<file path="config.mk">
export PLATFORM = sky130hd
export DESIGN_NAME = line_follow_pid_steering_core
export DESIGN_NICKNAME = d
export VERILOG_FILES = /design/src/rtl/lfps_pkg.sv /design/src/rtl/lfps_mul_unit.sv /design/src/rtl/line_follow_pid_steering_core.sv
export SDC_FILE = /design/constraint.sdc
export NUM_CORES = 2
export LEC_CHECK = 0
export ABC_AREA = 1
export BUFFER_PORTS_ARGS = -buffer_cell sky130_fd_sc_hd__buf_4
export CAP_MARGIN = 20
export CORE_MARGIN = 2
export CORE_UTILIZATION = 35
export DETAILED_ROUTE_END_ITERATION = 16
export GPL_ROUTABILITY_DRIVEN = 0
export PLACE_DENSITY = 0.58
export SLEW_MARGIN = 20
export SYNTH_ARGS = -nofsm -noshare
export SYNTH_HDL_FRONTEND = slang
export SYNTH_SLANG_ARGS = --single-unit
export TNS_END_PERCENT = 30
</file>
<file path="constraint.sdc">
create_clock -name clock -period 10.8 [get_ports clock]
set_clock_uncertainty 0.05 [all_clocks]
set_input_delay 1.08 -clock clock [delete_from_list [all_inputs] [get_ports clock]]
set_output_delay 1.08 -clock clock [all_outputs]
set_load 0.02 [all_outputs]
</file>
<file path="src/rtl/lfps_pkg.sv">
`default_nettype none
package lfps_pkg;

   // field and datapath widths
   localparam int PatW   = 5;
   localparam int SpeedW = 15;
   localparam int ErrW   = 12;
   localparam int DerivW = ErrW + 1;
   localparam int SumW   = 25;
   localparam int DriveW = 16;
   localparam int OpAW   = 16;
   localparam int OpBW   = 26;
   localparam int ProdW  = 43;
   localparam int Q10_SHIFT = 10;
   localparam int CorrW  = ProdW - Q10_SHIFT;
   localparam int IntegShift = 9;
   localparam int CsrIdxW = 3;

   // floor(x/3) = (x * 43691) >> 17 for any x below 2^16
   localparam logic [OpAW-1:0] THIRD_RECIP = 16'd43691;
   localparam int THIRD_SHIFT = 17;

   // register indexes on the csr port
   localparam logic [CsrIdxW-1:0] CSR_PROP_GAIN  = 3'd0;
   localparam logic [CsrIdxW-1:0] CSR_INTEG_GAIN = 3'd1;
   localparam logic [CsrIdxW-1:0] CSR_DERIV_GAIN = 3'd2;
   localparam logic [CsrIdxW-1:0] CSR_SPEED_LIM  = 3'd3;
   localparam logic [CsrIdxW-1:0] CSR_SPIN_SPEED = 3'd4;

   // special sensor patterns
   localparam logic [PatW-1:0] PAT_LEFT_ONE  = 5'h01;
   localparam logic [PatW-1:0] PAT_LEFT_TWO  = 5'h03;
   localparam logic [PatW-1:0] PAT_RIGHT_ONE = 5'h10;
   localparam logic [PatW-1:0] PAT_RIGHT_TWO = 5'h18;
   localparam logic [PatW-1:0] PAT_ALL_ON    = 5'h1F;

   typedef enum logic [2:0] {
      ST_IDLE,
      ST_MUL_THIRD,
      ST_MUL_P,
      ST_MUL_I,
      ST_MUL_D,
      ST_SCALE,
      ST_FINISH
   } seq_state_type;

   // control word for the shared multiply-accumulate unit
   typedef struct packed {
      logic                   load;
      logic                   accum;
      logic [OpAW-1:0]        op_a;
      logic signed [OpBW-1:0] op_b;
   } mul_ctrl_type;

   // active bits form at most one run: adding the lowest set bit clears the whole run
   function automatic logic run_contiguous(input logic [PatW-1:0] p);
      logic [PatW:0] ext;
      logic [PatW:0] low;
      logic [PatW:0] sum;
      ext = {1'b0, p};
      low = ext & (~ext + 1'b1);
      sum = ext + low;
      return (sum & ext) == '0;
   endfunction

   // truncated mean of the active sensor weights, contiguous patterns only
   function automatic logic signed [ErrW-1:0] line_position(input logic [PatW-1:0] p);
      logic signed [ErrW-1:0] pos;
      unique case (p)
         5'h01:   pos = -12'sd2000;
         5'h02:   pos = -12'sd1000;
         5'h04:   pos = 12'sd0;
         5'h08:   pos = 12'sd1000;
         5'h10:   pos = 12'sd2000;
         5'h03:   pos = -12'sd1500;
         5'h06:   pos = -12'sd500;
         5'h0C:   pos = 12'sd500;
         5'h18:   pos = 12'sd1500;
         5'h07:   pos = -12'sd1000;
         5'h0E:   pos = 12'sd0;
         5'h1C:   pos = 12'sd1000;
         5'h0F:   pos = -12'sd500;
         5'h1E:   pos = 12'sd500;
         5'h1F:   pos = 12'sd0;
         default: pos = 12'sd0;
      endcase
      return pos;
   endfunction

endpackage
`default_nettype wire

</file>
<file path="src/rtl/lfps_mul_unit.sv">
`default_nettype none
module lfps_mul_unit (
   input  wire logic                               clock,
   input  wire lfps_pkg::mul_ctrl_type             ctrl,
   output logic signed [lfps_pkg::ProdW-1:0]       acc
);
   import lfps_pkg::*;

   logic signed [ProdW-1:0] prod;
   logic signed [ProdW-1:0] acc_ff;
   logic signed [ProdW-1:0] acc_in;

   // unsigned gain times signed operand, both sign-correct at full width
   assign prod = $signed({{(ProdW-OpAW){1'b0}}, ctrl.op_a})
               * $signed({{(ProdW-OpBW){ctrl.op_b[OpBW-1]}}, ctrl.op_b});

   always_comb begin
      acc_in = acc_ff;
      if (ctrl.load) begin
         acc_in = prod;
      end else if (ctrl.accum) begin
         acc_in = acc_ff + prod;
      end
   end

   always_ff @(posedge clock) begin
      acc_ff <= acc_in;
   end

   assign acc = acc_ff;

endmodule
`default_nettype wire

</file>
<file path="src/rtl/line_follow_pid_steering_core.sv">
`default_nettype none
// Five-sensor line follower with PID steering. Each req transfer carries a
// five-bit sensor pattern and a cruise speed; each rsp transfer returns the
// left and right wheel commands, the line offset and two status flags. A
// non-contiguous pattern falls back to the last accepted pattern while the
// line is seen. With the line lost the wheels spin toward the side of the last
// error; otherwise a Q10 PID correction is added to the left wheel and
// taken from the right, both clamped to 0..speed_limit, and edge or all-on
// patterns override the speeds. From req transfer to a loaded rsp register:
// the pattern is decoded and the integral updated as the transfer is taken,
// then four passes through the single shared 16x26 multiply-accumulate unit
// (cruise/3, then the P, I and D terms), one Q10 scaling step and a final
// step to clamp and load the result, which waits while a held result is not
// taken. A new sample is taken only after the sequencer is back in idle.
// req_tready is high only while the sequencer is idle; it does not wait for
// a pending result to be taken, the output register holds it until
// rsp_tready.
module line_follow_pid_steering_core (
   input  wire logic        clock,
   input  wire logic        reset,
   // config write port
   input  wire logic        csr_we,
   input  wire logic [2:0]  csr_index,
   input  wire logic [14:0] csr_wdata,
   // sample stream
   input  wire logic        req_tvalid,
   output logic             req_tready,
   input  wire logic [23:0] req_tdata,   // sensor_pattern[4:0], cruise_speed[19:5], zero pad
   // result stream
   output logic             rsp_tvalid,
   input  wire logic        rsp_tready,
   output logic [47:0]      rsp_tdata    // left_drive[15:0], right_drive[31:16],
                                         // line_offset[43:32], line_found[44],
                                         // pattern_ok[45], zero pad
);
   import lfps_pkg::*;

   // configuration registers
   logic [SpeedW-1:0] prop_gain_ff, integ_gain_ff, deriv_gain_ff;
   logic [SpeedW-1:0] speed_lim_ff, spin_speed_ff;

   always_ff @(posedge clock) begin
      if (reset) begin
         prop_gain_ff  <= '0;
         integ_gain_ff <= '0;
         deriv_gain_ff <= '0;
         speed_lim_ff  <= '0;
         spin_speed_ff <= '0;
      end else if (csr_we) begin
         unique case (csr_index)
            CSR_PROP_GAIN:  prop_gain_ff  <= csr_wdata;
            CSR_INTEG_GAIN: integ_gain_ff <= csr_wdata;
            CSR_DERIV_GAIN: deriv_gain_ff <= csr_wdata;
            CSR_SPEED_LIM:  speed_lim_ff  <= csr_wdata;
            CSR_SPIN_SPEED: spin_speed_ff <= csr_wdata;
            default: ;
         endcase
      end
   end

   // sequencer
   seq_state_type state_ff, state_in;
   logic          take_req;
   logic          finish_fire;
   mul_ctrl_type  mul_ctrl;
   logic signed [ProdW-1:0] mul_acc;

   // loop state
   logic [PatW-1:0]        held_pat_ff, held_pat_in;
   logic                   seen_ff, seen_in;
   logic signed [ErrW-1:0] prev_err_ff, prev_err_in;
   logic signed [SumW-1:0] err_sum_ff, err_sum_in;
   logic signed [ErrW-1:0] offset_ff, offset_in;

   // per-sample working registers
   logic [PatW-1:0]          pat_ff, pat_in;
   logic [SpeedW-1:0]        cruise_ff, cruise_in;
   logic signed [ErrW-1:0]   err_ff, err_in;
   logic signed [DerivW-1:0] deriv_ff, deriv_in;
   logic signed [SumW-1:0]   isum_ff, isum_in;
   logic                     found_ff, found_in;
   logic                     ok_ff, ok_in;
   logic                     spin_neg_ff, spin_neg_in;
   logic [SpeedW-1:0]        third_ff, third_in;
   logic signed [CorrW-1:0]  corr_ff, corr_in;

   // result register
   logic        rsp_valid_ff, rsp_valid_in;
   logic [47:0] rsp_data_ff, rsp_data_in;

   // decode of the incoming pattern
   logic [PatW-1:0]          raw_pat;
   logic [PatW-1:0]          use_pat;
   logic                     raw_ok;
   logic signed [ErrW-1:0]   new_err;
   logic signed [SumW:0]     isum_raw;
   logic signed [SumW:0]     isum_max;
   logic signed [SumW-1:0]   isum_clamped;

   always_comb begin
      raw_pat  = req_tdata[PatW-1:0];
      raw_ok   = run_contiguous(raw_pat);
      use_pat  = raw_ok ? raw_pat : (seen_ff ? held_pat_ff : '0);
      new_err  = line_position(use_pat);
      isum_raw = (SumW+1)'(err_sum_ff) + (SumW+1)'(new_err);
      isum_max = $signed({{(SumW+1-SpeedW-IntegShift){1'b0}}, speed_lim_ff,
                          {IntegShift{1'b0}}});
      if (isum_raw > isum_max) begin
         isum_clamped = SumW'(isum_max);
      end else if (isum_raw < -isum_max) begin
         isum_clamped = SumW'(-isum_max);
      end else begin
         isum_clamped = SumW'(isum_raw);
      end
   end

   // next state
   always_comb begin
      state_in = state_ff;
      unique case (state_ff)
         ST_IDLE:      if (req_tvalid) state_in = ST_MUL_THIRD;
         ST_MUL_THIRD: state_in = ST_MUL_P;
         ST_MUL_P:     state_in = ST_MUL_I;
         ST_MUL_I:     state_in = ST_MUL_D;
         ST_MUL_D:     state_in = ST_SCALE;
         ST_SCALE:     state_in = ST_FINISH;
         ST_FINISH:    if (!rsp_valid_ff || rsp_tready) state_in = ST_IDLE;
         default:      state_in = ST_IDLE;
      endcase
   end

   // sequencer outputs: handshake and multiplier control
   always_comb begin
      req_tready     = 1'b0;
      finish_fire    = 1'b0;
      mul_ctrl.load  = 1'b0;
      mul_ctrl.accum = 1'b0;
      mul_ctrl.op_a  = '0;
      mul_ctrl.op_b  = '0;
      unique case (state_ff)
         ST_IDLE: req_tready = 1'b1;
         ST_MUL_THIRD: begin
            mul_ctrl.load = 1'b1;
            mul_ctrl.op_a = THIRD_RECIP;
            mul_ctrl.op_b = $signed({{(OpBW-SpeedW){1'b0}}, cruise_ff});
         end
         ST_MUL_P: begin
            mul_ctrl.load = 1'b1;
            mul_ctrl.op_a = {1'b0, prop_gain_ff};
            mul_ctrl.op_b = OpBW'(err_ff);
         end
         ST_MUL_I: begin
            mul_ctrl.accum = 1'b1;
            mul_ctrl.op_a  = {1'b0, integ_gain_ff};
            mul_ctrl.op_b  = OpBW'(isum_ff);
         end
         ST_MUL_D: begin
            mul_ctrl.accum = 1'b1;
            mul_ctrl.op_a  = {1'b0, deriv_gain_ff};
            mul_ctrl.op_b  = OpBW'(deriv_ff);
         end
         ST_SCALE: ;
         ST_FINISH: finish_fire = !rsp_valid_ff || rsp_tready;
         default: ;
      endcase
   end

   assign take_req = req_tvalid && req_tready;

   lfps_mul_unit u_mul (
      .clock (clock),
      .ctrl  (mul_ctrl),
      .acc   (mul_acc)
   );

   // loop state and sample capture at the req transfer
   always_comb begin
      held_pat_in = held_pat_ff;
      seen_in     = seen_ff;
      prev_err_in = prev_err_ff;
      err_sum_in  = err_sum_ff;
      offset_in   = offset_ff;
      pat_in      = pat_ff;
      cruise_in   = cruise_ff;
      err_in      = err_ff;
      deriv_in    = deriv_ff;
      isum_in     = isum_ff;
      found_in    = found_ff;
      ok_in       = ok_ff;
      spin_neg_in = spin_neg_ff;
      if (take_req) begin
         held_pat_in = use_pat;
         pat_in      = use_pat;
         cruise_in   = req_tdata[PatW +: SpeedW];
         err_in      = new_err;
         deriv_in    = DerivW'(new_err) - DerivW'(prev_err_ff);
         isum_in     = isum_clamped;
         found_in    = use_pat != '0;
         ok_in       = raw_ok;
         // lost line spins toward the side of the last error
         spin_neg_in = prev_err_ff[ErrW-1];
         seen_in     = use_pat != '0;
         if (use_pat != '0) begin
            prev_err_in = new_err;
            err_sum_in  = isum_clamped;
            offset_in   = new_err;
         end
      end
   end

   // cruise/3 sits in the accumulator in the cycle after its pass
   always_comb begin
      third_in = third_ff;
      if (state_ff == ST_MUL_P) begin
         third_in = mul_acc[THIRD_SHIFT +: SpeedW];
      end
   end

   // q10 scaling with truncation toward zero
   logic signed [ProdW-1:0] corr_biased;
   always_comb begin
      corr_biased = mul_acc + (mul_acc[ProdW-1] ? ProdW'((1 << Q10_SHIFT) - 1) : ProdW'(0));
      corr_in     = corr_ff;
      if (state_ff == ST_SCALE) begin
         corr_in = corr_biased[ProdW-1:Q10_SHIFT];
      end
   end

   // wheel commands
   logic signed [CorrW:0]  left_sum, right_sum;
   logic signed [CorrW:0]  cruise_ext, lim_ext;
   logic [SpeedW-1:0]      left_pid, right_pid;
   logic [DriveW-1:0]      left_cmd, right_cmd;
   logic [DriveW-1:0]      spin_pos, spin_neg;

   always_comb begin
      cruise_ext = $signed({{(CorrW+1-SpeedW){1'b0}}, cruise_ff});
      lim_ext    = $signed({{(CorrW+1-SpeedW){1'b0}}, speed_lim_ff});
      left_sum   = cruise_ext + (CorrW+1)'(corr_ff);
      right_sum  = cruise_ext - (CorrW+1)'(corr_ff);

      if (left_sum[CorrW]) begin
         left_pid = '0;
      end else if (left_sum > lim_ext) begin
         left_pid = speed_lim_ff;
      end else begin
         left_pid = left_sum[SpeedW-1:0];
      end
      if (right_sum[CorrW]) begin
         right_pid = '0;
      end else if (right_sum > lim_ext) begin
         right_pid = speed_lim_ff;
      end else begin
         right_pid = right_sum[SpeedW-1:0];
      end

      spin_pos = {1'b0, spin_speed_ff};
      spin_neg = -spin_pos;

      if (!found_ff) begin
         left_cmd  = spin_neg_ff ? spin_neg : spin_pos;
         right_cmd = spin_neg_ff ? spin_pos : spin_neg;
      end else if (pat_ff == PAT_LEFT_ONE || pat_ff == PAT_LEFT_TWO) begin
         // line at the left edge: hard turn left
         left_cmd  = {1'b0, third_ff};
         right_cmd = {1'b0, speed_lim_ff};
      end else if (pat_ff == PAT_RIGHT_ONE || pat_ff == PAT_RIGHT_TWO) begin
         // line at the right edge: hard turn right
         left_cmd  = {1'b0, speed_lim_ff};
         right_cmd = {1'b0, third_ff};
      end else if (pat_ff == PAT_ALL_ON) begin
         // crossing or stop bar: half cruise straight
         left_cmd  = {2'b00, cruise_ff[SpeedW-1:1]};
         right_cmd = {2'b00, cruise_ff[SpeedW-1:1]};
      end else begin
         left_cmd  = {1'b0, left_pid};
         right_cmd = {1'b0, right_pid};
      end
   end

   // result register, loaded when the previous result is gone or leaving
   always_comb begin
      rsp_valid_in = rsp_valid_ff;
      rsp_data_in  = rsp_data_ff;
      if (finish_fire) begin
         rsp_valid_in = 1'b1;
         rsp_data_in  = {2'b00, ok_ff, found_ff, offset_ff, right_cmd, left_cmd};
      end else if (rsp_tready) begin
         rsp_valid_in = 1'b0;
      end
   end

   always_ff @(posedge clock) begin
      if (reset) begin
         state_ff     <= ST_IDLE;
         rsp_valid_ff <= 1'b0;
         held_pat_ff  <= '0;
         seen_ff      <= 1'b0;
         prev_err_ff  <= '0;
         err_sum_ff   <= '0;
         offset_ff    <= '0;
      end else begin
         state_ff     <= state_in;
         rsp_valid_ff <= rsp_valid_in;
         held_pat_ff  <= held_pat_in;
         seen_ff      <= seen_in;
         prev_err_ff  <= prev_err_in;
         err_sum_ff   <= err_sum_in;
         offset_ff    <= offset_in;
      end
   end

   // payload registers
   always_ff @(posedge clock) begin
      pat_ff      <= pat_in;
      cruise_ff   <= cruise_in;
      err_ff      <= err_in;
      deriv_ff    <= deriv_in;
      isum_ff     <= isum_in;
      found_ff    <= found_in;
      ok_ff       <= ok_in;
      spin_neg_ff <= spin_neg_in;
      third_ff    <= third_in;
      corr_ff     <= corr_in;
      rsp_data_ff <= rsp_data_in;
   end

   assign rsp_tvalid = rsp_valid_ff;
   assign rsp_tdata  = rsp_data_ff;

endmodule
`default_nettype wire

</file>
==> metrics.cfg <==
[clocking]
hold_buffers = 0
clk_pin_slew_ns = 0.06
cts.htree.levels = 2
cts_tree = yes
clock-sinks = 318
clockBufferDepth = 3
worstSkewPairLatency_ns = 0.59
cts_buffers = 38
cts_root_buf = clkbuf_16

[floorplanning]
rows = 122
initial_utilization = 0.3539
die_y_um = 339.2
core_area_um2 = 111100
dieWidth_um = 339.2
top_level_ports = 97
die-area_um2 = 115100

[pwr]
pwr-share-clk = 0.175
power_density_nw_per_um2 = 174.3
p_leak_nw = 21.35
p_int_mw = 3.816
ir_drop_uv = 132.0
combPwrFrac = 0.569
power.switching_mw = 3.691
seq_power_share = 0.256
p_total_mw = 7.506
sw_frac_of_total = 0.4917

[setup_path]
cpPeakStageDelay_ns = 0.56
critPathTopFamily = adder cells
endpoint_kind = flop
worst_ep_required_time_ns = 11.09
arrival_ns = 10.40
crit_top_cell = nand2_1
slowest_stage = fa_1
crit_buf_inv = 9
path_class = reg -> reg
crit_fanout = 11
reg2reg_slack_ns = 0.69
cp-start-kind = flop

[drt]
highest_layer = met4
drt_pre_antenna_iters = 6
vias_per_cell = 5.029
avgRoutedWirePerCell_um = 18.17
wl_met3_um = 8817
first_iter_violations = 3050
wl_met1_um = 54700
wl_met2_um = 57560
drc = 0
via_count = 34810
wirelength_um = 125800
ant_nets = 0

[grt]
grt_max_degree = 94
grt_pass1_wl_um = 197300
grtUsageTotal = 0.2188
grt_pass1_vias = 34170
antenna_found_initial = 1
grt_remaining_overflow = 0

[timing]
slew_violations = 0
hold_viol = 0
max_slew_margin = 0.2788
fin_crit_sh = 0.9361
finalCriticalPeriod_ns = 10.11
final.setup.tns_ns = 0
max_freq_mhz = 98.92
finalHoldWorstSlack_ns = 0.3770
setup_viol_count_final = 0
tightest_slew_ns = 1.082
fin_ws_ns = 0.6906
rsz0062_at_grt = no

[synthesis]
async_flop_share = 0
synth_seq_cells = 318
yosysTopAreaCell = fa_1
synth-seq-area-share = 0.2128
avgSynthCellArea_um2 = 7.343
synth_edf_count = 200
synth_top_area_share = 0.2036
syn_inst = 5356
yosysWarnings = 0
synth_cell_types = 55
synth_area_leaders = fa_1 20%, edfxtp_1 15%, nand2_1 11%
synth_flop_cell = edfxtp_1
syn_area_um2 = 39330

[place]
hpwl_um = 103100
portBuffers = 88
pre_cts_ws_ns = 0.3229

[finish]
drive_gt1_frac = 0.05264
diodes = 0
multi_input_area_um2 = 26220
fillerInstances = 11750
syn_to_final_growth_pct = 9.494
ff_latch_area_um2 = 8368
nets = 6139
final_util = 0.3875

[hold_path]
hp-class = reg -> reg

[status]
outcome = complete, no violations

[run]
maxCapViolCount = 0

## cells by family after synthesis
kind of cell	count (synthesis)	synth area share
simple gates	2136	0.2226
buf+inv	1281	0.1238
compound gates	753	0.1057
fa+ha+maj	689	0.2956
flops	318	0.2128
xor+xnor	177	0.03942
other cells	2	0.0001910
## cell usage in the layout (no fill, tap or decap), drive strengths merged, types with 9 or more instances in the layout
cell type	netlist	routed
nor4	12	12
ha	289	289
nor2	538	538
nand4	76	76
o21bai	10	10
o21ai	328	328
or2	34	34
a211oi	9	9
xnor2	50	50
nor3	51	51
clkinv	23	30
clkbuf	124	54
a21oi	268	268
a31oi	31	31
o22ai	10	10
inv	1106	1113
a22o	10	10
o211ai	28	28
conb	2	15
nand2	1192	1192
fa	400	400
edfxtp	200	200
xor2	127	127
dfxtp	118	118
buf	28	146
o21a	18	18
nand3	214	214
## layout make-up
cell class,count,area share
timing repair buffer,146,0.02574
tap,1488,0.04324
clock inverter,16,0.004039
multi-input combinational,3770,0.6090
clock buffer,54,0.02522
inverter,1129,0.09845
sequential,318,0.1943
## worst reg2reg max path, delay by kind of cell (launching register included)
kind / cells / cell delay, ns
and+or+nand+nor: 20 / 2.37
adders and majority gates: 8 / 3.78
DFF: 1 / 0.35
buffers and inverters: 9 / 1.59
AOI/OAI and AO/OA: 7 / 1.72
## registers in the layout, summed over array words and instances, names as in the netlist, 25 cells and up
signal,flops
corr_ff,33
rsp_tdata,42
isum_ff,25
u_mul.acc,43
err_sum_ff,25
## routing by layer
layer	track usage	vias up
li1	-	16840
met1	0.2986	16520
met2	0.3606	1236
met3	0.02487	209
met4	0.07292	0
met5	0	-
## power groups by stage
stage          Combinational [mW]  Clock, mW  Sequential (mW)
6_report                     4.27       1.32             1.92
3_5_place_dp                 4.19          0             1.93
3_3_place_gp                 4.15          0             1.93
5_1_grt                      4.80       1.39             1.93
2_1_floorplan                3.04          0             1.77
4_1_cts                      4.22       1.34             1.91
## cells in the mapped netlist (all sizes together) (6+ instances only)
cell and instances:
a22oi 8, buf 28, inv 1106, ha 289, nor3 51, o21ai 328
a21oi 268, fa 400, xnor2 50, o21bai 10, xor2 127, a22o 10
nand3 214, nor2 538, nand4 76, o211ai 28, and3 8, o22ai 10
a211oi 9, a31oi 31, edfxtp 200, dfxtp 118, o21a 18, nor4 12
and2 6, a221oi 7, clkbuf 124, or2 34, clkinv 23, nand2 1192
## timing repair
action	4_1_cts	5_1_grt
resized for setup	0	8
setup endpoints to repair	0	7
setup buffers	0	2
## through the flow
| step | instances | area [um2] |
|---|---|---|
| floorplan | 5369 | 39380 |
| global placement | 6848 | 41740 |
| detailed placement | 6848 | 41750 |
| CTS | 6918 | 43010 |
| global route | 6921 | 43060 |
| finish | 6921 | 43060 |
## worst paths after layout
kind,from,end,cells after the start
setup reg to reg,state_ff[2]$_SDFFE_PP0P_,u_mul.acc[39]$_DFFE_PN_,44
hold reg to reg,ok_ff$_DFFE_PP_,rsp_tdata[45]$_DFFE_PP_,0
setup / recovery,state_ff[2]$_SDFFE_PP0P_,u_mul.acc[39]$_DFFE_PN_,44
hold / removal,ok_ff$_DFFE_PP_,rsp_tdata[45]$_DFFE_PP_,0
Note: power is estimated with default switching activity, not from simulation.
